**src/rtl/scl_pkg.sv**
```systemverilog
// ----------------------------------------------------------------------------
// scl_pkg: shared types and constants for the serial command line parser
// Holds the size limits, result codes, parse phases and the action lookup.
// ----------------------------------------------------------------------------
package scl_pkg;

    // Size limits of a command line
    localparam int MAX_CMD_LEN   = 11;
    localparam int MAX_VALUE_LEN = 6;
    localparam int FRAC_DIGITS   = 4;
    localparam int MIN_CMD_LEN   = 4;
    localparam int ACTION_LEN    = 3;

    // Field and counter widths
    localparam int CH_W      = 8;
    localparam int CMD_W     = 4;
    localparam int STAT_W    = 3;
    localparam int INT_W     = 21;
    localparam int FIX_W     = 35;
    localparam int INT_MAG_W = INT_W - 1;
    localparam int FIX_MAG_W = FIX_W - 1;
    localparam int CNT_W     = $clog2(MAX_CMD_LEN + 2);
    localparam int VLEN_W    = $clog2(MAX_VALUE_LEN + 2);
    localparam int FRAC_W    = $clog2(FRAC_DIGITS + 1);
    localparam int SCALE_W   = $clog2(10 ** FRAC_DIGITS + 1);

    localparam logic [INT_MAG_W-1:0] INT_MAG_MAX = '1;
    localparam logic [FIX_MAG_W-1:0] FIX_MAG_MAX = '1;

    // Character codes
    localparam logic [CH_W-1:0] CH_COLON = 8'h3A;
    localparam logic [CH_W-1:0] CH_PLUS  = 8'h2B;
    localparam logic [CH_W-1:0] CH_MINUS = 8'h2D;
    localparam logic [CH_W-1:0] CH_DOT   = 8'h2E;
    localparam logic [CH_W-1:0] CH_SPACE = 8'h20;
    localparam logic [CH_W-1:0] CH_TAB   = 8'h09;
    localparam logic [CH_W-1:0] CH_CR    = 8'h0D;
    localparam logic [CH_W-1:0] CH_ZERO  = 8'h30;
    localparam logic [CH_W-1:0] CH_NINE  = 8'h39;
    localparam logic [CH_W-1:0] CH_LC_A  = 8'h61;
    localparam logic [CH_W-1:0] CH_LC_Z  = 8'h7A;
    localparam logic [CH_W-1:0] CASE_OFS = 8'h20;

    typedef enum logic [CMD_W-1:0] {
        CMD_NONE = 4'd0,
        CMD_UTT  = 4'd1,
        CMD_UTB  = 4'd2,
        CMD_RCT  = 4'd3,
        CMD_RRS  = 4'd4,
        CMD_URS  = 4'd5,
        CMD_RSI  = 4'd6,
        CMD_RRI  = 4'd7,
        CMD_HBS  = 4'd8,
        CMD_LTS  = 4'd9
    } t_cmd;

    typedef enum logic [STAT_W-1:0] {
        ST_OK             = 3'd0,
        ST_BAD_LEN        = 3'd1,
        ST_NO_COLON       = 3'd2,
        ST_BAD_ACTION_LEN = 3'd3,
        ST_VALUE_LONG     = 3'd4,
        ST_ZERO_VALUE     = 3'd5,
        ST_UNKNOWN_ACTION = 3'd6
    } t_status;

    typedef enum logic [2:0] {
        PH_BLANK,
        PH_SIGN,
        PH_INT,
        PH_FRAC,
        PH_DONE
    } t_phase;

    // Finished line, handed from the character stage to the result stage
    typedef struct packed {
        t_cmd                 command;
        t_status              status;
        logic                 negative;
        logic [INT_MAG_W-1:0] int_mag;
        logic [FIX_MAG_W-1:0] fix_mag;
        logic [FRAC_W-1:0]    frac;
    } t_fin;

    // Fold a letter to upper case
    function automatic logic [CH_W-1:0] to_upper(input logic [CH_W-1:0] c);
        logic [CH_W-1:0] u;
        u = c;
        if (c >= CH_LC_A && c <= CH_LC_Z) begin
            u = c - CASE_OFS;
        end
        return u;
    endfunction

    // Map the three action letters to a command code
    function automatic t_cmd lookup_action(input logic [CH_W-1:0] a0,
                                           input logic [CH_W-1:0] a1,
                                           input logic [CH_W-1:0] a2);
        logic [3*CH_W-1:0] key;
        t_cmd              cmd;
        key = {to_upper(a0), to_upper(a1), to_upper(a2)};
        case (key)
            "UTT":   cmd = CMD_UTT;
            "UTB":   cmd = CMD_UTB;
            "RCT":   cmd = CMD_RCT;
            "RRS":   cmd = CMD_RRS;
            "URS":   cmd = CMD_URS;
            "RSI":   cmd = CMD_RSI;
            "RRI":   cmd = CMD_RRI;
            "HBS":   cmd = CMD_HBS;
            "LTS":   cmd = CMD_LTS;
            default: cmd = CMD_NONE;
        endcase
        return cmd;
    endfunction

    // Power of ten that fills the missing fraction digits
    function automatic logic [SCALE_W-1:0] scale_for(input logic [FRAC_W-1:0] f);
        logic [SCALE_W-1:0] s;
        s = SCALE_W'(1);
        for (int i = 0; i < FRAC_DIGITS; i++) begin
            if (i >= int'(f)) begin
                s = SCALE_W'(s * 10);
            end
        end
        return s;
    endfunction

endpackage

```
**src/rtl/serial_command_line_parser.sv**
```systemverilog
// ----------------------------------------------------------------------------
// serial_command_line_parser: character-serial command line parser
// Collects an AAA:VALUE line one character per request and gives one
// checked result (command, status, integer and fixed-point value) per line.
// ----------------------------------------------------------------------------
//
//  channel | signals                                 | direction
//  --------+-----------------------------------------+----------
//  in      | i_in_valid, o_in_ready, i_ch, i_last     | request in
//  out     | o_out_valid, i_out_ready, o_command,     | result out
//          | o_status, o_int_value, o_fixed_value     |
//
//  One character is taken every cycle unless a line end waits for a full
//  finish register; the line state is updated in one pass. The character with
//  i_last passes the input register, line state with finish register, and
//  scaling multiplier with output register. Each stage holds while the next
//  is full, so a stalled result does not block new characters until the
//  finish register fills too. i_rst_n is synchronous, active low, and clears
//  all valid bits and the line state.
//
module serial_command_line_parser
    import scl_pkg::*;
(
    input  logic                    i_clk,
    input  logic                    i_rst_n,
    input  logic                    i_in_valid,
    output logic                    o_in_ready,
    input  logic [CH_W-1:0]         i_ch,
    input  logic                    i_last,
    output logic                    o_out_valid,
    input  logic                    i_out_ready,
    output logic [CMD_W-1:0]        o_command,
    output logic [STAT_W-1:0]       o_status,
    output logic signed [INT_W-1:0] o_int_value,
    output logic signed [FIX_W-1:0] o_fixed_value
);

    // Input register
    logic            r_s1_valid;
    logic [CH_W-1:0] r_s1_ch;
    logic            r_s1_last;

    // Line state
    logic [CNT_W-1:0]     r_cnt, n_cnt;
    logic [CNT_W-1:0]     r_colon_pos, n_colon_pos;
    logic                 r_colon_seen, n_colon_seen;
    logic [CH_W-1:0]      r_act [ACTION_LEN];
    logic [CH_W-1:0]      n_act [ACTION_LEN];
    logic [VLEN_W-1:0]    r_vlen, n_vlen;
    t_phase               r_phase, n_phase;
    logic                 r_neg, n_neg;
    logic [INT_MAG_W-1:0] r_int_acc, n_int_acc;
    logic [FIX_MAG_W-1:0] r_fix_acc, n_fix_acc;
    logic [FRAC_W-1:0]    r_frac, n_frac;
    logic                 r_nonzero, n_nonzero;

    // Finish and output registers
    logic r_fin_valid;
    t_fin r_fin, n_fin;
    logic                    r_out_valid;
    logic [CMD_W-1:0]        r_out_command;
    logic [STAT_W-1:0]       r_out_status;
    logic signed [INT_W-1:0] r_out_int;
    logic signed [FIX_W-1:0] r_out_fix;

    // Flow control
    logic out_free, fin_adv, fin_free, s1_adv;

    assign out_free   = !r_out_valid || i_out_ready;
    assign fin_adv    = r_fin_valid && out_free;
    assign fin_free   = !r_fin_valid || out_free;
    assign s1_adv     = r_s1_valid && (!r_s1_last || fin_free);
    assign o_in_ready = !r_s1_valid || s1_adv;

    // Capture the incoming character
    always_ff @(posedge i_clk) begin
        if (!i_rst_n) begin
            r_s1_valid <= 1'b0;
        end else if (i_in_valid && o_in_ready) begin
            r_s1_valid <= 1'b1;
        end else if (s1_adv) begin
            r_s1_valid <= 1'b0;
        end
        if (i_in_valid && o_in_ready) begin
            r_s1_ch   <= i_ch;
            r_s1_last <= i_last;
        end
    end

    // Character classes
    logic                 is_digit, is_blank;
    logic [3:0]           digit;
    logic [INT_MAG_W+3:0] int_ext;
    logic [FIX_MAG_W+3:0] fix_ext;
    logic [INT_MAG_W-1:0] int_step;
    logic [FIX_MAG_W-1:0] fix_step;

    assign is_digit = (r_s1_ch >= CH_ZERO) && (r_s1_ch <= CH_NINE);
    assign is_blank = (r_s1_ch == CH_SPACE) || ((r_s1_ch >= CH_TAB) && (r_s1_ch <= CH_CR));
    assign digit    = is_digit ? 4'(r_s1_ch - CH_ZERO) : 4'd0;

    // Multiply-by-ten accumulate, saturating
    assign int_ext  = (INT_MAG_W+4)'(r_int_acc) * (INT_MAG_W+4)'(10)
                    + (INT_MAG_W+4)'(digit);
    assign fix_ext  = (FIX_MAG_W+4)'(r_fix_acc) * (FIX_MAG_W+4)'(10)
                    + (FIX_MAG_W+4)'(digit);
    assign int_step = (int_ext > (INT_MAG_W+4)'(INT_MAG_MAX)) ? INT_MAG_MAX
                                                               : int_ext[INT_MAG_W-1:0];
    assign fix_step = (fix_ext > (FIX_MAG_W+4)'(FIX_MAG_MAX)) ? FIX_MAG_MAX
                                                               : fix_ext[FIX_MAG_W-1:0];

    // Next line state for the character in the input register
    always_comb begin
        logic take_int, take_frac;
        take_int  = 1'b0;
        take_frac = 1'b0;

        n_cnt        = (r_cnt < CNT_W'(MAX_CMD_LEN + 1)) ? r_cnt + 1'b1 : r_cnt;
        n_colon_pos  = r_colon_pos;
        n_colon_seen = r_colon_seen;
        n_act        = r_act;
        n_vlen       = r_vlen;
        n_phase      = r_phase;
        n_neg        = r_neg;
        n_int_acc    = r_int_acc;
        n_fix_acc    = r_fix_acc;
        n_frac       = r_frac;
        n_nonzero    = r_nonzero;

        if (!r_colon_seen) begin
            if (r_s1_ch == CH_COLON) begin
                n_colon_seen = 1'b1;
                n_colon_pos  = r_cnt;
            end else begin
                for (int i = 0; i < ACTION_LEN; i++) begin
                    if (r_cnt == CNT_W'(i)) begin
                        n_act[i] = r_s1_ch;
                    end
                end
            end
        end else begin
            if (r_vlen < VLEN_W'(MAX_VALUE_LEN + 1)) begin
                n_vlen = r_vlen + 1'b1;
            end
            case (r_phase)
                PH_BLANK: begin
                    if (is_blank) begin
                        n_phase = PH_BLANK;
                    end else if (r_s1_ch == CH_PLUS || r_s1_ch == CH_MINUS) begin
                        n_neg   = (r_s1_ch == CH_MINUS);
                        n_phase = PH_SIGN;
                    end else if (is_digit) begin
                        n_phase  = PH_INT;
                        take_int = 1'b1;
                    end else if (r_s1_ch == CH_DOT) begin
                        n_phase = PH_FRAC;
                    end else begin
                        n_phase = PH_DONE;
                    end
                end
                PH_SIGN, PH_INT: begin
                    if (is_digit) begin
                        n_phase  = PH_INT;
                        take_int = 1'b1;
                    end else if (r_s1_ch == CH_DOT) begin
                        n_phase = PH_FRAC;
                    end else begin
                        n_phase = PH_DONE;
                    end
                end
                PH_FRAC: begin
                    if (is_digit) begin
                        take_frac = 1'b1;
                    end else begin
                        n_phase = PH_DONE;
                    end
                end
                default: begin
                    n_phase = r_phase;
                end
            endcase
        end

        // Take a digit into the accumulators
        if ((take_int || take_frac) && digit != 4'd0) begin
            n_nonzero = 1'b1;
        end
        if (take_int) begin
            n_int_acc = int_step;
            n_fix_acc = fix_step;
        end
        if (take_frac && r_frac < FRAC_W'(FRAC_DIGITS)) begin
            n_fix_acc = fix_step;
            n_frac    = r_frac + 1'b1;
        end
    end

    // Check the finished line in order of priority
    always_comb begin
        t_cmd cmd;
        cmd           = lookup_action(n_act[0], n_act[1], n_act[2]);
        n_fin         = '0;
        n_fin.command = CMD_NONE;
        n_fin.status  = ST_OK;
        if (n_cnt < CNT_W'(MIN_CMD_LEN) || n_cnt > CNT_W'(MAX_CMD_LEN)) begin
            n_fin.status = ST_BAD_LEN;
        end else if (!n_colon_seen) begin
            n_fin.status = ST_NO_COLON;
        end else if (n_colon_pos != CNT_W'(ACTION_LEN)) begin
            n_fin.status = ST_BAD_ACTION_LEN;
        end else if (n_vlen > VLEN_W'(MAX_VALUE_LEN)) begin
            n_fin.status = ST_VALUE_LONG;
        end else if (n_vlen != '0 && !n_nonzero) begin
            n_fin.status = ST_ZERO_VALUE;
        end else if (cmd == CMD_NONE) begin
            n_fin.status = ST_UNKNOWN_ACTION;
        end else begin
            n_fin.command = cmd;
        end
        n_fin.negative = n_neg;
        n_fin.int_mag  = n_int_acc;
        n_fin.fix_mag  = n_fix_acc;
        n_fin.frac     = n_frac;
    end

    // Advance the line state; clear it after the final character
    always_ff @(posedge i_clk) begin
        if (!i_rst_n || (s1_adv && r_s1_last)) begin
            r_cnt        <= '0;
            r_colon_pos  <= '0;
            r_colon_seen <= 1'b0;
            r_act        <= '{default: '0};
            r_vlen       <= '0;
            r_phase      <= PH_BLANK;
            r_neg        <= 1'b0;
            r_int_acc    <= '0;
            r_fix_acc    <= '0;
            r_frac       <= '0;
            r_nonzero    <= 1'b0;
        end else if (s1_adv) begin
            r_cnt        <= n_cnt;
            r_colon_pos  <= n_colon_pos;
            r_colon_seen <= n_colon_seen;
            r_act        <= n_act;
            r_vlen       <= n_vlen;
            r_phase      <= n_phase;
            r_neg        <= n_neg;
            r_int_acc    <= n_int_acc;
            r_fix_acc    <= n_fix_acc;
            r_frac       <= n_frac;
            r_nonzero    <= n_nonzero;
        end
    end

    // Hold the checked line until the output register takes it
    always_ff @(posedge i_clk) begin
        if (!i_rst_n) begin
            r_fin_valid <= 1'b0;
        end else begin
            r_fin_valid <= (r_fin_valid && !out_free) || (s1_adv && r_s1_last);
        end
        if (s1_adv && r_s1_last) begin
            r_fin <= n_fin;
        end
    end

    // Scale the fraction to full digits and apply the sign
    logic [FIX_MAG_W+SCALE_W-1:0] fix_prod;
    logic [FIX_MAG_W-1:0]         fix_mag;
    logic signed [INT_W-1:0]      int_signed;
    logic signed [FIX_W-1:0]      fix_signed;
    logic signed [INT_W-1:0]      n_out_int;
    logic signed [FIX_W-1:0]      n_out_fix;

    assign fix_prod   = (FIX_MAG_W+SCALE_W)'(r_fin.fix_mag)
                      * (FIX_MAG_W+SCALE_W)'(scale_for(r_fin.frac));
    assign fix_mag    = (fix_prod > (FIX_MAG_W+SCALE_W)'(FIX_MAG_MAX)) ? FIX_MAG_MAX
                                                                       : fix_prod[FIX_MAG_W-1:0];
    assign int_signed = r_fin.negative ? -$signed({1'b0, r_fin.int_mag})
                                       : $signed({1'b0, r_fin.int_mag});
    assign fix_signed = r_fin.negative ? -$signed({1'b0, fix_mag})
                                       : $signed({1'b0, fix_mag});

    // Route the value by command group
    always_comb begin
        n_out_int = '0;
        n_out_fix = '0;
        case (r_fin.command)
            CMD_UTT, CMD_UTB: begin
                n_out_fix = fix_signed;
            end
            CMD_RCT, CMD_RRS, CMD_URS, CMD_RSI, CMD_RRI: begin
                n_out_int = int_signed;
            end
            default: begin
                n_out_int = '0;
                n_out_fix = '0;
            end
        endcase
    end

    // Output register
    always_ff @(posedge i_clk) begin
        if (!i_rst_n) begin
            r_out_valid <= 1'b0;
        end else if (fin_adv) begin
            r_out_valid <= 1'b1;
        end else if (i_out_ready) begin
            r_out_valid <= 1'b0;
        end
        if (fin_adv) begin
            r_out_command <= r_fin.command;
            r_out_status  <= r_fin.status;
            r_out_int     <= n_out_int;
            r_out_fix     <= n_out_fix;
        end
    end

    assign o_out_valid   = r_out_valid;
    assign o_command     = r_out_command;
    assign o_status      = r_out_status;
    assign o_int_value   = r_out_int;
    assign o_fixed_value = r_out_fix;

    // A failed check gives no command and no value
    a_err_clean: assert property (@(posedge i_clk) disable iff (!i_rst_n)
        (r_out_valid && r_out_status != ST_OK) |->
        (r_out_command == CMD_NONE && r_out_int == '0 && r_out_fix == '0))
        else $error("error result carries a command or a value");

    // Fixed-point commands (UTT, UTB) never carry an integer
    a_fix_only: assert property (@(posedge i_clk) disable iff (!i_rst_n)
        (r_out_valid && (r_out_command == CMD_UTT || r_out_command == CMD_UTB)) |->
        (r_out_int == '0))
        else $error("fixed-point command carries an integer value");

    // The final character leaves a cleared line state behind
    a_line_clear: assert property (@(posedge i_clk) disable iff (!i_rst_n)
        (s1_adv && r_s1_last) |=>
        (r_cnt == '0 && r_phase == PH_BLANK && !r_colon_seen && r_vlen == '0))
        else $error("line state not cleared after final character");

    // A stalled finished line is kept
    a_fin_hold: assert property (@(posedge i_clk) disable iff (!i_rst_n)
        (r_fin_valid && !out_free) |=> (r_fin_valid && $stable(r_fin)))
        else $error("finished line lost while output stalled");

    // A line end is never taken while the finish register stays full
    a_no_overrun: assert property (@(posedge i_clk) disable iff (!i_rst_n)
        (r_s1_valid && r_s1_last && r_fin_valid && !out_free) |-> !s1_adv)
        else $error("finished line overwritten");

endmodule
```
**config.mk**
```make
export PLATFORM = sky130hd
export DESIGN_NAME = serial_command_line_parser
export DESIGN_NICKNAME = d
export VERILOG_FILES = /design/src/rtl/scl_pkg.sv /design/src/rtl/serial_command_line_parser.sv
export SDC_FILE = /design/constraint.sdc
export NUM_CORES = 1
export LEC_CHECK = 0
export BUFFER_PORTS_ARGS = -buffer_cell sky130_fd_sc_hd__buf_2
export CAP_MARGIN = 5
export CORE_MARGIN = 1
export CORE_UTILIZATION = 51
export DETAILED_ROUTE_END_ITERATION = 10
export PLACE_DENSITY_LB_ADDON = 0.12
export SETUP_SLACK_MARGIN = 0.4
export SLEW_MARGIN = 5
export SYNTH_ARGS = -nofsm -noshare
export SYNTH_HDL_FRONTEND = slang
export SYNTH_SLANG_ARGS = --single-unit
```
**constraint.sdc**
```tcl
create_clock -name i_clk -period 17.69 [get_ports i_clk]
set_clock_uncertainty 0.2 [all_clocks]
set_input_delay 0 -clock i_clk [delete_from_list [all_inputs] [get_ports i_clk]]
set_output_delay 0 -clock i_clk [all_outputs]
set_load 0.005 [all_outputs]
```
==> summary.md <==
| Metric | Value |
|---|---|
| Power Total | `0.00250 W` |
| Psw | `0.00113 W` |
| RR Endpoint | `o_fixed_value[28]$_SDFFCE_PP0P_` |
| Internal cell power | `0.00137 W` |
| Peak supply drop | `82.4 uV` |
| Fmax | `67.6 MHz` |
| Synth top area cells | `fa_1 (24%), edfxtp_1 (13%), ha_1 (9.5%), dfxtp_1 (6.2%), nand2_1 (6.1%)` |
| Post-DP HPWL | `66900 um` |
| Die width | `255 um` |
| R2R Setup Slk | `2.90 ns` |
| Final Cell Area | `34700 sq um` |
| Row cnt | `92` |
| RR Startpoint | `r_fin[2]$_DFFE_PP_` |
| Core ar. | `63100 sq um` |
| Hold Path Depth | `3` |
| Most frequent cell after synthesis | `nand2_1` |
| Syn_nets | `4474` |
| CP most frequent cell | `fa_1` |
| Sequential cell area | `6140 sq um` |
| Switch share | `45.3%` |
| Crit. End Element | `register` |
| Status | `complete, no violations` |
| Vias in the first global route | `26.7k` |
| Total Wirelength | `87100 um` |
| FF-to-FF path depth | `48` |
| Die H | `255 um` |
| Antenna Violating Nets Remaining | `0` |
| Nets@finish | `4415` |
| Tot GR Track Use | `27.5%` |
| Main synth FF type | `edfxtp_1` |
| CTS Buf Count | `28` |
| Initial antenna violation count | `2` |
| Crit Path Category | `register to register` |
| DRC | `0` |
| Root buf cell | `clkbuf_16` |
| First-pass GRT wire length | `143000 um` |
| Vias per cell | `5.78` |
| Reg power frac | `24.3%` |
| Clk buf depth | `3` |
| GR Overflow Total | `0` |
| Placer Congestion | `0.955` |
| Leakage | `15.7 nW` |
| IO Port Bufs | `77` |
| Area Growth Syn to Fin | `6.22%` |
| Placed Area | `33500 sq um` |
| Min-delay src | `i_rst_n` |
| Worst-Margin Slew | `1.20 ns` |
| Post-CTS setup repair buffer count | `0` |
| Starting Density | `51.7%` |
| Combinational Power Share | `52.6%` |
| Clk sinks | `238` |
| Yosys reg bits | `238` |
| Filler Cell Count | `6042` |
| Post-DR wirelength/cell | `18.8 um` |
| Initial DRT Pass Iterations | `5` |
| Crit path largest cell delay | `1.04 ns` |
| Slew Viols, Final | `0` |
| ANT cells | `0` |
| 1st-iter DRT viols | `2074` |
| Post-synth top area share | `23.7%` |
| IO Pins | `78` |
| Final hold violations | `0` |
| Worst-path clk slew | `0.07 ns` |
| Synth Instances | `3827` |
| Yosys warning count | `0` |
| CTS tree | `built` |
| WP data required | `17.82 ns` |
| Yosys cell types | `104` |
| Via count | `26.8k` |
| Area leader, netlist | `fa_1` |
| Clk pwr share | `23.0%` |
| Synth top cells by count | `nand2_1 (532), inv_1 (424), fa_1 (387)` |
| Slowest-stage cell, CP | `a21oi_2` |
| Max_cap viols | `0` |
| Synthesized area | `32600 sq um` |
| Clk_lat worst skew | `0.57 ns` |
| Power density over cell area | `72.2 nW/um^2` |
| Largest net degree at the start of global routing | `74` |
| Share of layout cells above drive strength 1 | `5.94%` |
| Seq/Total Area, Yosys | `18.8%` |
| H-tree Lvls | `1` |
| Worst slack at placement | `3.13 ns` |
| Synth Area per Inst | `8.52 sq um` |
| Max FO, Critical Path | `34` |
| RSZ-0062 raised after global routing | `false` |
| Hold Crit Class | `input pin to register` |
| Die Footprint | `65000 sq um` |
| Post-synth ARST share | `0%` |
| Worst Slack Setup Final | `2.90 ns` |
| Setup TNS | `0 ns` |
| Relative slew slack | `19.9%` |
| Area occupied by multi-input gates | `24100 sq um` |
| Hold Crit Endpoint | `r_fin_valid$_SDFF_PN0_` |
| Setup crit start kind | `register` |
| Final setup vio count | `0` |
| Minimum clock period | `14.79 ns` |
| Number of synthesized flops with an enable pin | `137` |
| CP arrival | `14.92 ns` |
| Crit share post-route | `83.6%` |
==> worst max-delay path, delay by kind of cell, from the launching register on <==
kind | cells | cell delay (ns)
flip-flops | 1 | 0.84
buffers and inverters | 5 | 0.87
multiplexers | 1 | 0.17
AND/OR/NAND/NOR | 16 | 3.78
adder cells (fa/ha/maj) | 11 | 4.61
AO/OA/AOI/OAI | 13 | 3.80
XOR/XNOR | 2 | 0.22
==> what timing repair did <==
action                     CTS  global route
setup endpoints to repair    0             0
resized for setup            0             0
hold endpoints to repair    64             0
hold buffers                23             0
==> stage by stage <==
stage               cells  util, %  hold WS (ns)
detailed placement   4561     53.1       -0.0219
global placement     4561     53.1       -0.0237
floorplan            3827        -        -0.101
global route         4636     54.9         0.106
finish               4636     54.9        0.0902
CTS                  4636     54.9        0.0521
==> area by class of cell <==
class | instances | area share, %
multi-input combinational | 2945 | 69.5
sequential | 238 | 17.7
inverter | 424 | 4.59
tap | 846 | 3.05
timing repair buffer | 131 | 2.45
clock buffer | 34 | 2.15
clock inverter | 18 | 0.524
==> cells by family after synthesis <==
kind of cell / after synthesis / synth area share, %
flip-flops: 238 / 18.8
XOR/XNOR: 151 / 4.05
adder cells (fa/ha/maj): 635 / 33.3
AO/OA/AOI/OAI: 745 / 14.6
buffers and inverters: 644 / 7.58
AND/OR/NAND/NOR: 1369 / 20.3
multiplexers: 45 / 1.42
==> worst max path at each step <==
stage / cells after the start / startpoint / to / slack [ns]
after floorplan: 57 / r_fin[2]$_DFFE_PP_ / o_fixed_value[30]$_SDFFCE_PP0P_ / 4.71
after global placement: 48 / r_fin[2]$_DFFE_PP_ / o_fixed_value[30]$_SDFFCE_PP0P_ / 3.45
after detailed placement: 47 / r_fin[2]$_DFFE_PP_ / o_fixed_value[28]$_SDFFCE_PP0P_ / 3.13
after CTS: 47 / r_fin[2]$_DFFE_PP_ / o_fixed_value[28]$_SDFFCE_PP0P_ / 3.05
after global routing: 46 / r_fin[2]$_DFFE_PP_ / o_fixed_value[28]$_SDFFCE_PP0P_ / 1.76
final: 48 / r_fin[2]$_DFFE_PP_ / o_fixed_value[28]$_SDFFCE_PP0P_ / 2.90
==> flip-flops by register name, summed over array words and instances (netlist names) <==
| signal | count |
|---|---|
| r_frac | 3 |
| r_fin | 65 |
| r_colon_seen | 1 |
| r_fix_acc | 34 |
| o_command | 4 |
| o_int_value | 21 |
| o_out_valid | 1 |
| r_fin_valid | 1 |
| r_s1_last | 1 |
| r_s1_ch | 8 |
| r_phase | 3 |
| r_vlen | 3 |
| r_cnt | 4 |
| r_neg | 1 |
| r_int_acc | 20 |
| o_fixed_value | 35 |
| r_s1_valid | 1 |
| o_status | 3 |
| r_act | 24 |
| r_nonzero | 1 |
| r_colon_pos | 4 |
==> layout by cell type (no fill, tap or decap), types with 85 or more instances in the layout <==
cell type  synthesis  routed
o21ai_0          159     158
fa_1             387     387
nor2_1           266     260
dfxtp_1          101     101
ha_1             247     247
inv_1            424     423
edfxtp_1         137     137
a21oi_1          229     227
and2_1           152     152
nand2_1          532     532
xnor2_1           85      85
==> power groups by stage <==
stage	clock network, W	registers (W)	logic [W]
finish	0.000576	0.000608	0.00132
global route	0.000608	0.000609	0.00147
CTS	0.000586	0.000608	0.00131
detailed placement	0	0.000620	0.00130
global placement	0	0.000620	0.00130
floorplan	0	0.000611	0.000942
==> routing by layer <==
layer	track usage [%]	routed length [um]
met1	36.8	38300
met4	7.01	2170
met2	47.9	42800
met5	0	0
met3	2.28	3890
No activity file was read; power rests on OpenSTA's default activity.
